**src/rtl/ags_pkg.sv**
```systemverilog
// shared types, constants and joining-table functions for the arabic glyph shaper
package ags_pkg;

  localparam int CODE_W        = 21;
  localparam int MAX_MARKS_DEF = 8;
  localparam int CMD_DEPTH     = 2;
  localparam int CMD_PTR_W     = (CMD_DEPTH > 1) ? $clog2(CMD_DEPTH) : 1;
  localparam int CMD_CNT_W     = $clog2(CMD_DEPTH + 1);

  localparam logic [CODE_W-1:0] MARK_A_LO = CODE_W'(32'h064b);
  localparam logic [CODE_W-1:0] MARK_A_HI = CODE_W'(32'h0655);
  localparam logic [CODE_W-1:0] MARK_B_LO = CODE_W'(32'hfc5e);
  localparam logic [CODE_W-1:0] MARK_B_HI = CODE_W'(32'hfc63);
  localparam logic [CODE_W-1:0] MARK_ALEF = CODE_W'(32'h0670);
  localparam logic [CODE_W-1:0] NO_CODE   = '0;

  typedef struct packed {
    logic [CODE_W-1:0] code_in;
    logic              end_of_text;
  } in_item_t;

  typedef struct packed {
    logic [CODE_W-1:0] code_out;
    logic              last_of_run;
    logic              text_end;
  } out_item_t;

  // one classified item waiting between front and back
  typedef struct packed {
    logic [CODE_W-1:0] code;
    logic              eot;
    logic              mark;
  } cmd_t;

  typedef struct packed {
    logic        hit;
    logic [15:0] ini;
    logic [15:0] med;
    logic [15:0] fin;
  } join_t;

  function automatic logic is_mark(input logic [CODE_W-1:0] c);
    is_mark = (c >= MARK_A_LO && c <= MARK_A_HI) ||
              (c >= MARK_B_LO && c <= MARK_B_HI) || (c == MARK_ALEF);
  endfunction

  function automatic join_t join_lookup(input logic [CODE_W-1:0] c);
    join_t e;
    e = '{hit: 1'b1, ini: 16'h0, med: 16'h0, fin: 16'h0};
    case (c)
      21'h0621: e.fin = 16'h0;
      21'h0622: e.fin = 16'hfe82;
      21'h0623: e.fin = 16'hfe84;
      21'h0624: e.fin = 16'hfe86;
      21'h0625: e.fin = 16'hfe88;
      21'h0626: e = '{1'b1, 16'hfe8b, 16'hfe8c, 16'hfe8a};
      21'h0627: e.fin = 16'hfe8e;
      21'h0628: e = '{1'b1, 16'hfe91, 16'hfe92, 16'hfe90};
      21'h0629: e.fin = 16'hfe94;
      21'h062a: e = '{1'b1, 16'hfe97, 16'hfe98, 16'hfe96};
      21'h062b: e = '{1'b1, 16'hfe9b, 16'hfe9c, 16'hfe9a};
      21'h062c: e = '{1'b1, 16'hfe9f, 16'hfea0, 16'hfe9e};
      21'h062d: e = '{1'b1, 16'hfea3, 16'hfea4, 16'hfea2};
      21'h062e: e = '{1'b1, 16'hfea7, 16'hfea8, 16'hfea6};
      21'h062f: e.fin = 16'hfeaa;
      21'h0630: e.fin = 16'hfeac;
      21'h0631: e.fin = 16'hfeae;
      21'h0632: e.fin = 16'hfeb0;
      21'h0633: e = '{1'b1, 16'hfeb3, 16'hfeb4, 16'hfeb2};
      21'h0634: e = '{1'b1, 16'hfeb7, 16'hfeb8, 16'hfeb6};
      21'h0635: e = '{1'b1, 16'hfebb, 16'hfebc, 16'hfeba};
      21'h0636: e = '{1'b1, 16'hfebf, 16'hfec0, 16'hfebe};
      21'h0637: e = '{1'b1, 16'hfec3, 16'hfec4, 16'hfec2};
      21'h0638: e = '{1'b1, 16'hfec7, 16'hfec8, 16'hfec6};
      21'h0639: e = '{1'b1, 16'hfecb, 16'hfecc, 16'hfeca};
      21'h063a: e = '{1'b1, 16'hfecf, 16'hfed0, 16'hfece};
      21'h0640: e = '{1'b1, 16'h0640, 16'h0640, 16'h0};
      21'h0641: e = '{1'b1, 16'hfed3, 16'hfed4, 16'hfed2};
      21'h0642: e = '{1'b1, 16'hfed7, 16'hfed8, 16'hfed6};
      21'h0643: e = '{1'b1, 16'hfedb, 16'hfedc, 16'hfeda};
      21'h0644: e = '{1'b1, 16'hfedf, 16'hfee0, 16'hfede};
      21'h0645: e = '{1'b1, 16'hfee3, 16'hfee4, 16'hfee2};
      21'h0646: e = '{1'b1, 16'hfee7, 16'hfee8, 16'hfee6};
      21'h0647: e = '{1'b1, 16'hfeeb, 16'hfeec, 16'hfeea};
      21'h0648: e.fin = 16'hfeee;
      21'h0649: e.fin = 16'hfef0;
      21'h064a: e = '{1'b1, 16'hfef3, 16'hfef4, 16'hfef2};
      21'h067e: e = '{1'b1, 16'hfb58, 16'hfb59, 16'hfb57};
      21'h0686: e = '{1'b1, 16'hfb7c, 16'hfb7d, 16'hfb7b};
      21'h0698: e.fin = 16'hfb8b;
      21'h06a9: e = '{1'b1, 16'hfb90, 16'hfb91, 16'hfb8f};
      21'h06af: e = '{1'b1, 16'hfb94, 16'hfb95, 16'hfb93};
      21'h06cc: e = '{1'b1, 16'hfbfe, 16'hfbff, 16'hfbfd};
      21'h200c: e.fin = 16'h0;
      21'h200d: e = '{1'b1, 16'h200d, 16'h200d, 16'h0};
      default:  e.hit = 1'b0;
    endcase
    return e;
  endfunction

  // joins towards the following character
  function automatic logic joins_next(input join_t e);
    joins_next = e.hit && ((e.ini != 16'h0) || (e.med != 16'h0));
  endfunction

  // joins towards the preceding character
  function automatic logic joins_prev(input join_t e);
    joins_prev = e.hit && ((e.fin != 16'h0) || (e.med != 16'h0));
  endfunction

  function automatic logic [CODE_W-1:0] shape(input logic [CODE_W-1:0] cur,
                                              input logic [CODE_W-1:0] prior,
                                              input logic [CODE_W-1:0] after);
    join_t       e;
    join_t       b;
    join_t       a;
    logic        jp;
    logic        jn;
    logic [15:0] form;
    e  = join_lookup(cur);
    b  = join_lookup(prior);
    a  = join_lookup(after);
    jp = joins_next(b) && joins_prev(e);
    jn = joins_next(e) && joins_prev(a);
    if (jp && jn) begin
      form = e.med;
    end else if (jp) begin
      form = e.fin;
    end else if (jn) begin
      form = e.ini;
    end else begin
      form = 16'h0;
    end
    // isolated, missing form or non-table character keeps its own code
    if (!e.hit || form == 16'h0) begin
      return cur;
    end
    return {{(CODE_W-16){1'b0}}, form};
  endfunction

endpackage

```
**src/rtl/ags_front.sv**
```systemverilog
// front end: takes items in, classifies marks and queues them for the back end
module ags_front (
  input  logic          clk,
  input  logic          rst_n,
  input  logic          in_push,
  output logic          in_full,
  input  ags_pkg::in_item_t in_item,
  output logic          cmd_valid,
  output ags_pkg::cmd_t cmd,
  input  logic          cmd_take
);
  import ags_pkg::*;

  cmd_t                 entries_r [CMD_DEPTH];
  logic [CMD_PTR_W-1:0] wr_ptr_r, wr_ptr_nxt;
  logic [CMD_PTR_W-1:0] rd_ptr_r, rd_ptr_nxt;
  logic [CMD_CNT_W-1:0] cnt_r, cnt_nxt;
  logic                 push_ok;
  logic                 pop_ok;
  cmd_t                 new_cmd;

  assign in_full   = (cnt_r == CMD_CNT_W'(CMD_DEPTH));
  assign cmd_valid = (cnt_r != '0);
  assign cmd       = entries_r[rd_ptr_r];
  assign push_ok   = in_push && !in_full;
  assign pop_ok    = cmd_take && cmd_valid;

  always_comb begin
    new_cmd.code = in_item.code_in;
    new_cmd.eot  = in_item.end_of_text;
    new_cmd.mark = is_mark(in_item.code_in);
  end

  always_comb begin
    wr_ptr_nxt = wr_ptr_r;
    rd_ptr_nxt = rd_ptr_r;
    cnt_nxt    = cnt_r;
    if (push_ok) begin
      wr_ptr_nxt = (wr_ptr_r == CMD_PTR_W'(CMD_DEPTH - 1)) ? '0 : wr_ptr_r + 1'b1;
    end
    if (pop_ok) begin
      rd_ptr_nxt = (rd_ptr_r == CMD_PTR_W'(CMD_DEPTH - 1)) ? '0 : rd_ptr_r + 1'b1;
    end
    if (push_ok && !pop_ok) begin
      cnt_nxt = cnt_r + 1'b1;
    end else if (pop_ok && !push_ok) begin
      cnt_nxt = cnt_r - 1'b1;
    end
  end

  always_ff @(posedge clk) begin
    if (!rst_n) begin
      wr_ptr_r <= '0;
      rd_ptr_r <= '0;
      cnt_r    <= '0;
    end else begin
      wr_ptr_r <= wr_ptr_nxt;
      rd_ptr_r <= rd_ptr_nxt;
      cnt_r    <= cnt_nxt;
    end
  end

  always_ff @(posedge clk) begin
    if (push_ok) begin
      entries_r[wr_ptr_r] <= new_cmd;
    end
  end

endmodule

```
**src/rtl/ags_back.sv**
```systemverilog
// back end: holds base and marks, shapes, emits at most one result a cycle
module ags_back #(
  parameter int MAX_MARKS = ags_pkg::MAX_MARKS_DEF
) (
  input  logic               clk,
  input  logic               rst_n,
  input  logic               cmd_valid,
  input  ags_pkg::cmd_t      cmd,
  output logic               cmd_take,
  output logic               out_empty,
  input  logic               out_pop,
  output ags_pkg::out_item_t out_item
);
  import ags_pkg::*;

  localparam int CNT_W = $clog2(MAX_MARKS + 1);
  localparam int IDX_W = (MAX_MARKS > 1) ? $clog2(MAX_MARKS) : 1;

  typedef enum logic [1:0] {ST_IDLE, ST_BASE, ST_MARKS, ST_PUTC} state_t;
  // what follows once the held base and its marks are out
  typedef enum logic [1:0] {CONT_NONE, CONT_PUT, CONT_HOLD} cont_t;

  state_t            state_r, state_nxt;
  cont_t             cont_r, cont_nxt;
  logic [CODE_W-1:0] prior_r, prior_nxt;
  logic [CODE_W-1:0] held_r, held_nxt;
  logic              held_valid_r, held_valid_nxt;
  logic [CNT_W-1:0]  cnt_r, cnt_nxt;
  logic [CNT_W-1:0]  idx_r, idx_nxt;
  logic [CODE_W-1:0] after_r, after_nxt;
  logic [CODE_W-1:0] cur_code_r, cur_code_nxt;
  logic              cur_eot_r, cur_eot_nxt;
  logic              out_valid_r, out_valid_nxt;
  out_item_t         out_item_r, out_item_nxt;

  logic [CODE_W-1:0] marks_r [MAX_MARKS];
  logic              mark_we;

  logic              can_emit;
  logic              emit;
  logic [CODE_W-1:0] emit_code;
  logic              emit_last;
  logic              emit_eot;
  logic              flush_done;
  logic              flush_tail_last;

  assign can_emit        = !out_valid_r || out_pop;
  assign out_empty       = !out_valid_r;
  assign out_item        = out_item_r;
  assign flush_tail_last = (cont_r == CONT_NONE) || (cont_r == CONT_HOLD && !cur_eot_r);

  always_comb begin
    state_nxt      = state_r;
    cont_nxt       = cont_r;
    prior_nxt      = prior_r;
    held_nxt       = held_r;
    held_valid_nxt = held_valid_r;
    cnt_nxt        = cnt_r;
    idx_nxt        = idx_r;
    after_nxt      = after_r;
    cur_code_nxt   = cur_code_r;
    cur_eot_nxt    = cur_eot_r;
    cmd_take       = 1'b0;
    mark_we        = 1'b0;
    emit           = 1'b0;
    emit_code      = cur_code_r;
    emit_last      = 1'b0;
    emit_eot       = cur_eot_r;
    flush_done     = 1'b0;

    case (state_r)
      ST_IDLE: begin
        if (cmd_valid) begin
          cur_code_nxt = cmd.code;
          cur_eot_nxt  = cmd.eot;
          idx_nxt      = '0;
          if (cmd.mark && !held_valid_r) begin
            // lone mark goes straight out
            if (can_emit) begin
              cmd_take  = 1'b1;
              emit      = 1'b1;
              emit_code = cmd.code;
              emit_last = 1'b1;
              emit_eot  = cmd.eot;
              if (cmd.eot) begin
                prior_nxt = NO_CODE;
              end
            end
          end else if (cmd.mark && cnt_r < CNT_W'(MAX_MARKS)) begin
            cmd_take = 1'b1;
            mark_we  = 1'b1;
            cnt_nxt  = cnt_r + 1'b1;
            if (cmd.eot) begin
              state_nxt = ST_BASE;
              after_nxt = NO_CODE;
              cont_nxt  = CONT_NONE;
            end
          end else if (cmd.mark) begin
            // store overflow: resolve the held base as at end of line
            cmd_take  = 1'b1;
            state_nxt = ST_BASE;
            after_nxt = NO_CODE;
            cont_nxt  = CONT_PUT;
          end else if (held_valid_r) begin
            cmd_take  = 1'b1;
            state_nxt = ST_BASE;
            after_nxt = cmd.code;
            cont_nxt  = CONT_HOLD;
          end else begin
            cmd_take       = 1'b1;
            held_nxt       = cmd.code;
            held_valid_nxt = 1'b1;
            cnt_nxt        = '0;
            if (cmd.eot) begin
              state_nxt = ST_BASE;
              after_nxt = NO_CODE;
              cont_nxt  = CONT_NONE;
            end
          end
        end
      end
      ST_BASE: begin
        if (can_emit) begin
          emit      = 1'b1;
          emit_code = shape(held_r, prior_r, after_r);
          if (cnt_r == '0) begin
            flush_done = 1'b1;
            emit_last  = flush_tail_last;
          end else begin
            state_nxt = ST_MARKS;
          end
        end
      end
      ST_MARKS: begin
        if (can_emit) begin
          emit      = 1'b1;
          emit_code = marks_r[idx_r[IDX_W-1:0]];
          if (idx_r + 1'b1 == cnt_r) begin
            flush_done = 1'b1;
            emit_last  = flush_tail_last;
          end else begin
            idx_nxt = idx_r + 1'b1;
          end
        end
      end
      ST_PUTC: begin
        if (can_emit) begin
          emit      = 1'b1;
          emit_code = cur_code_r;
          emit_last = 1'b1;
          state_nxt = ST_IDLE;
          if (cur_eot_r) begin
            prior_nxt = NO_CODE;
          end
        end
      end
      default: begin
        state_nxt = ST_IDLE;
      end
    endcase

    if (flush_done) begin
      prior_nxt      = held_r;
      held_valid_nxt = 1'b0;
      cnt_nxt        = '0;
      idx_nxt        = '0;
      case (cont_r)
        CONT_PUT: begin
          state_nxt = ST_PUTC;
        end
        CONT_HOLD: begin
          held_nxt       = cur_code_r;
          held_valid_nxt = 1'b1;
          if (cur_eot_r) begin
            state_nxt = ST_BASE;
            after_nxt = NO_CODE;
            cont_nxt  = CONT_NONE;
          end else begin
            state_nxt = ST_IDLE;
          end
        end
        default: begin
          state_nxt = ST_IDLE;
          if (cur_eot_r) begin
            prior_nxt = NO_CODE;
          end
        end
      endcase
    end

    out_valid_nxt = out_valid_r && !out_pop;
    out_item_nxt  = out_item_r;
    if (emit) begin
      out_valid_nxt         = 1'b1;
      out_item_nxt.code_out = emit_code;
      out_item_nxt.last_of_run = emit_last;
      out_item_nxt.text_end = emit_last && emit_eot;
    end
  end

  always_ff @(posedge clk) begin
    if (!rst_n) begin
      state_r      <= ST_IDLE;
      cont_r       <= CONT_NONE;
      prior_r      <= '0;
      held_r       <= '0;
      held_valid_r <= 1'b0;
      cnt_r        <= '0;
      idx_r        <= '0;
      after_r      <= '0;
      cur_code_r   <= '0;
      cur_eot_r    <= 1'b0;
      out_valid_r  <= 1'b0;
      out_item_r   <= '0;
    end else begin
      state_r      <= state_nxt;
      cont_r       <= cont_nxt;
      prior_r      <= prior_nxt;
      held_r       <= held_nxt;
      held_valid_r <= held_valid_nxt;
      cnt_r        <= cnt_nxt;
      idx_r        <= idx_nxt;
      after_r      <= after_nxt;
      cur_code_r   <= cur_code_nxt;
      cur_eot_r    <= cur_eot_nxt;
      out_valid_r  <= out_valid_nxt;
      out_item_r   <= out_item_nxt;
    end
  end

  // mark store, read only below the fill count so no reset is needed
  always_ff @(posedge clk) begin
    if (mark_we) begin
      marks_r[cnt_r[IDX_W-1:0]] <= cmd.code;
    end
  end

endmodule

```
**src/rtl/arabic_glyph_shaper.sv**
```systemverilog
// arabic contextual shaper top level: classifying front end, queue, shaping back end
// a mark with no base held is taken and put out directly; a base is shaped only once
//   the next base, a store overflow or the end of text shows what follows it
// the back end takes no new item while it puts out a held base and its marks
// the front queue holds two items, so input is still taken while results drain
// reset: synchronous active-low rst_n clears queue, held base and output register
module arabic_glyph_shaper #(
  parameter int MAX_MARKS = ags_pkg::MAX_MARKS_DEF
) (
  input  logic               clk,
  input  logic               rst_n,
  input  logic               in_push,
  output logic               in_full,
  input  ags_pkg::in_item_t  in_item,
  output logic               out_empty,
  input  logic               out_pop,
  output ags_pkg::out_item_t out_item
);
  import ags_pkg::*;

  logic cmd_valid;
  logic cmd_take;
  cmd_t cmd;

  ags_front u_front (
    .clk       (clk),
    .rst_n     (rst_n),
    .in_push   (in_push),
    .in_full   (in_full),
    .in_item   (in_item),
    .cmd_valid (cmd_valid),
    .cmd       (cmd),
    .cmd_take  (cmd_take)
  );

  ags_back #(
    .MAX_MARKS (MAX_MARKS)
  ) u_back (
    .clk       (clk),
    .rst_n     (rst_n),
    .cmd_valid (cmd_valid),
    .cmd       (cmd),
    .cmd_take  (cmd_take),
    .out_empty (out_empty),
    .out_pop   (out_pop),
    .out_item  (out_item)
  );

endmodule
```
**config.mk**
```make
export PLATFORM = sky130hd
export DESIGN_NAME = arabic_glyph_shaper
export DESIGN_NICKNAME = d
export VERILOG_FILES = /design/src/rtl/ags_pkg.sv /design/src/rtl/ags_front.sv /design/src/rtl/ags_back.sv /design/src/rtl/arabic_glyph_shaper.sv
export SDC_FILE = /design/constraint.sdc
export NUM_CORES = 1
export LEC_CHECK = 0
export BUFFER_PORTS_ARGS = -buffer_cell sky130_fd_sc_hd__buf_4
export CAP_MARGIN = 30
export CORE_ASPECT_RATIO = 1.2
export CORE_MARGIN = 1
export CORE_UTILIZATION = 50
export DETAILED_ROUTE_END_ITERATION = 10
export PLACE_DENSITY = 0.65
export SLEW_MARGIN = 25
export SYNTH_ARGS = -nofsm -noshare
export SYNTH_HDL_FRONTEND = slang
export SYNTH_SLANG_ARGS = --single-unit
```
**constraint.sdc**
```tcl
create_clock -name clk -period 6.5 [get_ports clk]
set_input_delay 0.975 -clock clk [delete_from_list [all_inputs] [get_ports clk]]
set_output_delay 0.975 -clock clk [all_outputs]
set_load 0.05 [all_outputs]
```
==> run metrics <==
final count of negative-setup-slack endpoints=0; Max Transition Viols Final=0; Slew @ Worst Pin=between 0.9 and 1 ns; WL final=53600 um; setup_tns=0 ns; Global Route Usage Sum=between 30% and 40%; total grt overflow=0; leak pwr=between 6 and 7 nW; YS warnings=0; Fill cells=between 2000 and 3000; post-layout min period=slightly above 4 ns; max cap viols=0; Critical Path Sink Type=flop; switching part of the total=42.0%; Hold Path Sink=u_back.prior_r[17]$_SDFFE_PN0P_; EDFF count, synth=~210; Clock Power Share=23.8%; clock buffer depth=3; post-cts gate resize count=0; hpwl dp=around 37000 um; Post-Syn Area=approximately 0.017 sq mm; class of the worst hold path=reg -> reg; initial drt markers=1620; Critical Path AT=between 4 and 5 ns; worst min-delay path startpoint=u_back.prior_r[17]$_SDFFE_PN0P_; period utilisation layout=63.2%; initial antenna violation count=0; Placer Congestion=roughly 1.0; largest net degree at the start of global routing=49; max_slew headroom=between 30% and 40%; R2R cell count=11; CTS tree=yes; CTS clk-pin slew, worst paths=0.07 ns; fmax=243 MHz; die height=205 um; first-pass detailed-route iteration total=7; Synth area leader=edfxtp_1; Synth top area share=a little under two fifths; DIE AREA=around 0.035 sq mm; r2r endpoint=u_back.out_item[8]$_SDFFE_PN0P_; Worst R2R Setup Slack=around 2.4 ns; initial core utilization=a little over 50%; ANT nets after route=0; Core Region=0.0334 sq mm; clock root buffer=clkbuf_16; CP Class=reg -> reg; Buffers on Ports=50; largest cells by area after synthesis=edfxtp_1 (37%), dfxtp_1 (15%), mux4_2 (5.5%), nand2_1 (3.4%), a21oi_1 (3.4%); global-route wire length before repair=just over 80000 um; number of global-route vias before repair=12900; Comb pwr share=around 39%; IO Pins=51; Worst VDD drop=around 0.28 mV; DRC viols=0; Mean Syn Cell Area=between 10 and 15 sq um; Netlist cell types=between 90 and 100; Int Pwr=0.00479 W; Finished Layout Cells=~2100; RSZ-0062 raised after global routing=no; Rows=73; clk_skew=0.0192 ns; post-synthesis sequential area ratio=between 50% and 60%; fraction of layout cells with a size suffix above 1=14.6%; final hold violations=0; Crit Path Max Fanout=29; Post-Syn Instances=around 1600; hold buffers post-CTS=0; area grow syn2layout=10.9%; detailed-route via count=13600; sequential power share=36.9%; Horiz. Die Dim=between 150 and 200 um; htree depth=2; CTS Sinks=between 300 and 400; critical path launch point type=flop; CP required=6.95 ns; fraction of registers with async set/reset=0%; top_reg_cell synth=edfxtp_1; most common cell after layout, fill and taps aside=edfxtp_1; TritonCTS Buffers=35; WL per Instance=25.9 um; r2r startpoint=u_back.held_r[1]$_SDFF_PN0_; Setup Buffers After CTS=0; Hold Path Depth=2; syn_nets=between 1500 and 2000; Inst Count DP=between 2000 and 2500; routed vias/inst=between 6 and 7; clk_lat worst skew=around 0.54 ns; run status=finished clean; Synth Register Bits=344; Psw=between 0.003 and 0.004 W; Total Nets Final=about 1600; diode count=0; PD cells=~430 mW/mm^2; most frequent cells in the layout=edfxtp_1 (214), nand2_1 (156), dfxtp_1 (128); fin util=about 57%
==> power groups by stage <==
stage	Sequential (W)	Combinational [W]	Clock [W]
global route	0.00308	0.00348	0.00207
global placement	0.00308	0.00312	0
CTS	0.00304	0.00317	0.00199
detailed placement	0.00309	0.00316	0
finish	0.00305	0.00325	0.00196
floorplan	0.00306	0.00214	0
==> layer usage <==
layer | vias to the layer above | GRT usage (%) | wire length (um)
met5 | - | 0 | 0
met4 | 0 | 15.2 | 2810
met3 | 150 | 3.75 | 3390
met2 | 656 | 50.8 | 26100
met1 | 6714 | 41.0 | 21300
li1 | 6107 | - | -
==> layout make-up <==
cell class | count | area, sq um | share of cell area, %
clock buffers | 52 | 1010 | 5.31
clock inverters | 11 | 106 | 0.559
inverters | 45 | 169 | 0.888
multi-input cells | 1090 | 7510 | 39.5
flip-flops and latches | 344 | 9030 | 47.5
well taps | 450 | 563 | 2.96
repair buffers | 79 | 622 | 3.27
==> worst max-delay path, cell delays in order (launching register included) <==
cell and delay [ns]:
dfxtp_1 0.71, buf_4 0.42, or2_2 0.39, nor2_1 0.13
and4_1 0.27, a2111oi_2 0.59, nand3_1 0.21, o22a_2 0.35
a21oi_1 0.45, and2_0 0.18, o21ai_0 0.10, a21oi_1 0.20
==> through the flow <==
| stage | hold WS, ns | power [W] | setup WS [ns] | cell area, sq um |
|---|---|---|---|---|
| after floorplan | 0.432 | 0.00520 | 3.17 | 17200 |
| after global placement | 0.442 | 0.00620 | 2.53 | 17800 |
| after detailed placement | 0.443 | 0.00625 | 2.54 | 17900 |
| after CTS | 0.451 | 0.00820 | 2.52 | 19000 |
| after global routing | 0.471 | 0.00863 | 2.17 | 19000 |
| final | 0.449 | 0.00827 | 2.39 | 19000 |
==> cell families (layout without fill, tap and decap cells) <==
| kind of cell | after synthesis | in the layout | synth area share (%) |
|---|---|---|---|
| buffers and inverters | 163 | 187 | 3.98 |
| adder cells (fa/ha/maj) | 14 | 14 | 1.02 |
| AND/OR/NAND/NOR | 558 | 558 | 16.8 |
| XOR/XNOR | 17 | 17 | 0.868 |
| AO/OA/AOI/OAI | 406 | 406 | 15.9 |
| multiplexers | 95 | 95 | 8.72 |
| flip-flops | 344 | 344 | 52.6 |
==> sequential cells by signal, summed over array words and instances, names as in the netlist, named ones only <==
signal / cells
u_back.prior_r: 21
u_front.wr_ptr_r: 1
u_front.rd_ptr_r: 1
u_back.out_valid_r: 1
u_back.state_r: 2
u_back.cont_r: 2
u_back.cur_eot_r: 1
u_front.cnt_r: 2
u_back.after_r: 21
u_back.cnt_r: 4
u_back.cur_code_r: 21
u_back.marks_r: 168
u_front.entries_r: 46
u_back.out_item: 23
u_back.held_valid_r: 1
u_back.held_r: 21
u_back.idx_r: 4
==> how the worst max path moves through the flow <==
stage / from / cells after the start / endpoint
after detailed placement: u_back.held_r[1]$_SDFF_PN0_ / 11 / u_back.out_item[8]$_SDFFE_PN0P_
after global routing: u_back.held_r[1]$_SDFF_PN0_ / 11 / u_back.out_item[8]$_SDFFE_PN0P_
after global placement: u_back.held_r[1]$_SDFF_PN0_ / 11 / u_back.out_item[14]$_SDFFE_PN0P_
final: u_back.held_r[1]$_SDFF_PN0_ / 11 / u_back.out_item[8]$_SDFFE_PN0P_
after floorplan: u_back.state_r[0]$_SDFFE_PN0P_ / 6 / u_back.marks_r[0][0]$_DFFE_PP_
after CTS: u_back.held_r[1]$_SDFF_PN0_ / 11 / u_back.out_item[8]$_SDFFE_PN0P_
==> synthesized netlist by cell type, types with 6 or more instances <==
cell and number:
a211oi_1 31, a21o_1 8, a21oi_1 115, a221o_1 6, a221oi_1 9, a222oi_1 7
a22oi_1 27, a31oi_1 15, and2_1 10, and3_1 14, buf_1 11, buf_2 29
clkbuf_1 71, dfxtp_1 130, edfxtp_1 214, ha_1 14, inv_1 42, mux2_2 16
mux2i_1 37, mux4_2 42, nand2_1 156, nand2b_1 17, nand3_1 58, nand3b_1 12
nand4_1 24, nand4b_1 7, nor2_1 134, nor2b_1 11, nor3_1 33, nor4_1 16
o2111ai_1 6, o211ai_1 43, o21ai_0 61, o221ai_1 15, o22ai_1 10, or3_1 9
xnor2_1 7, xor2_1 10
(Power assumes the default switching activity.)
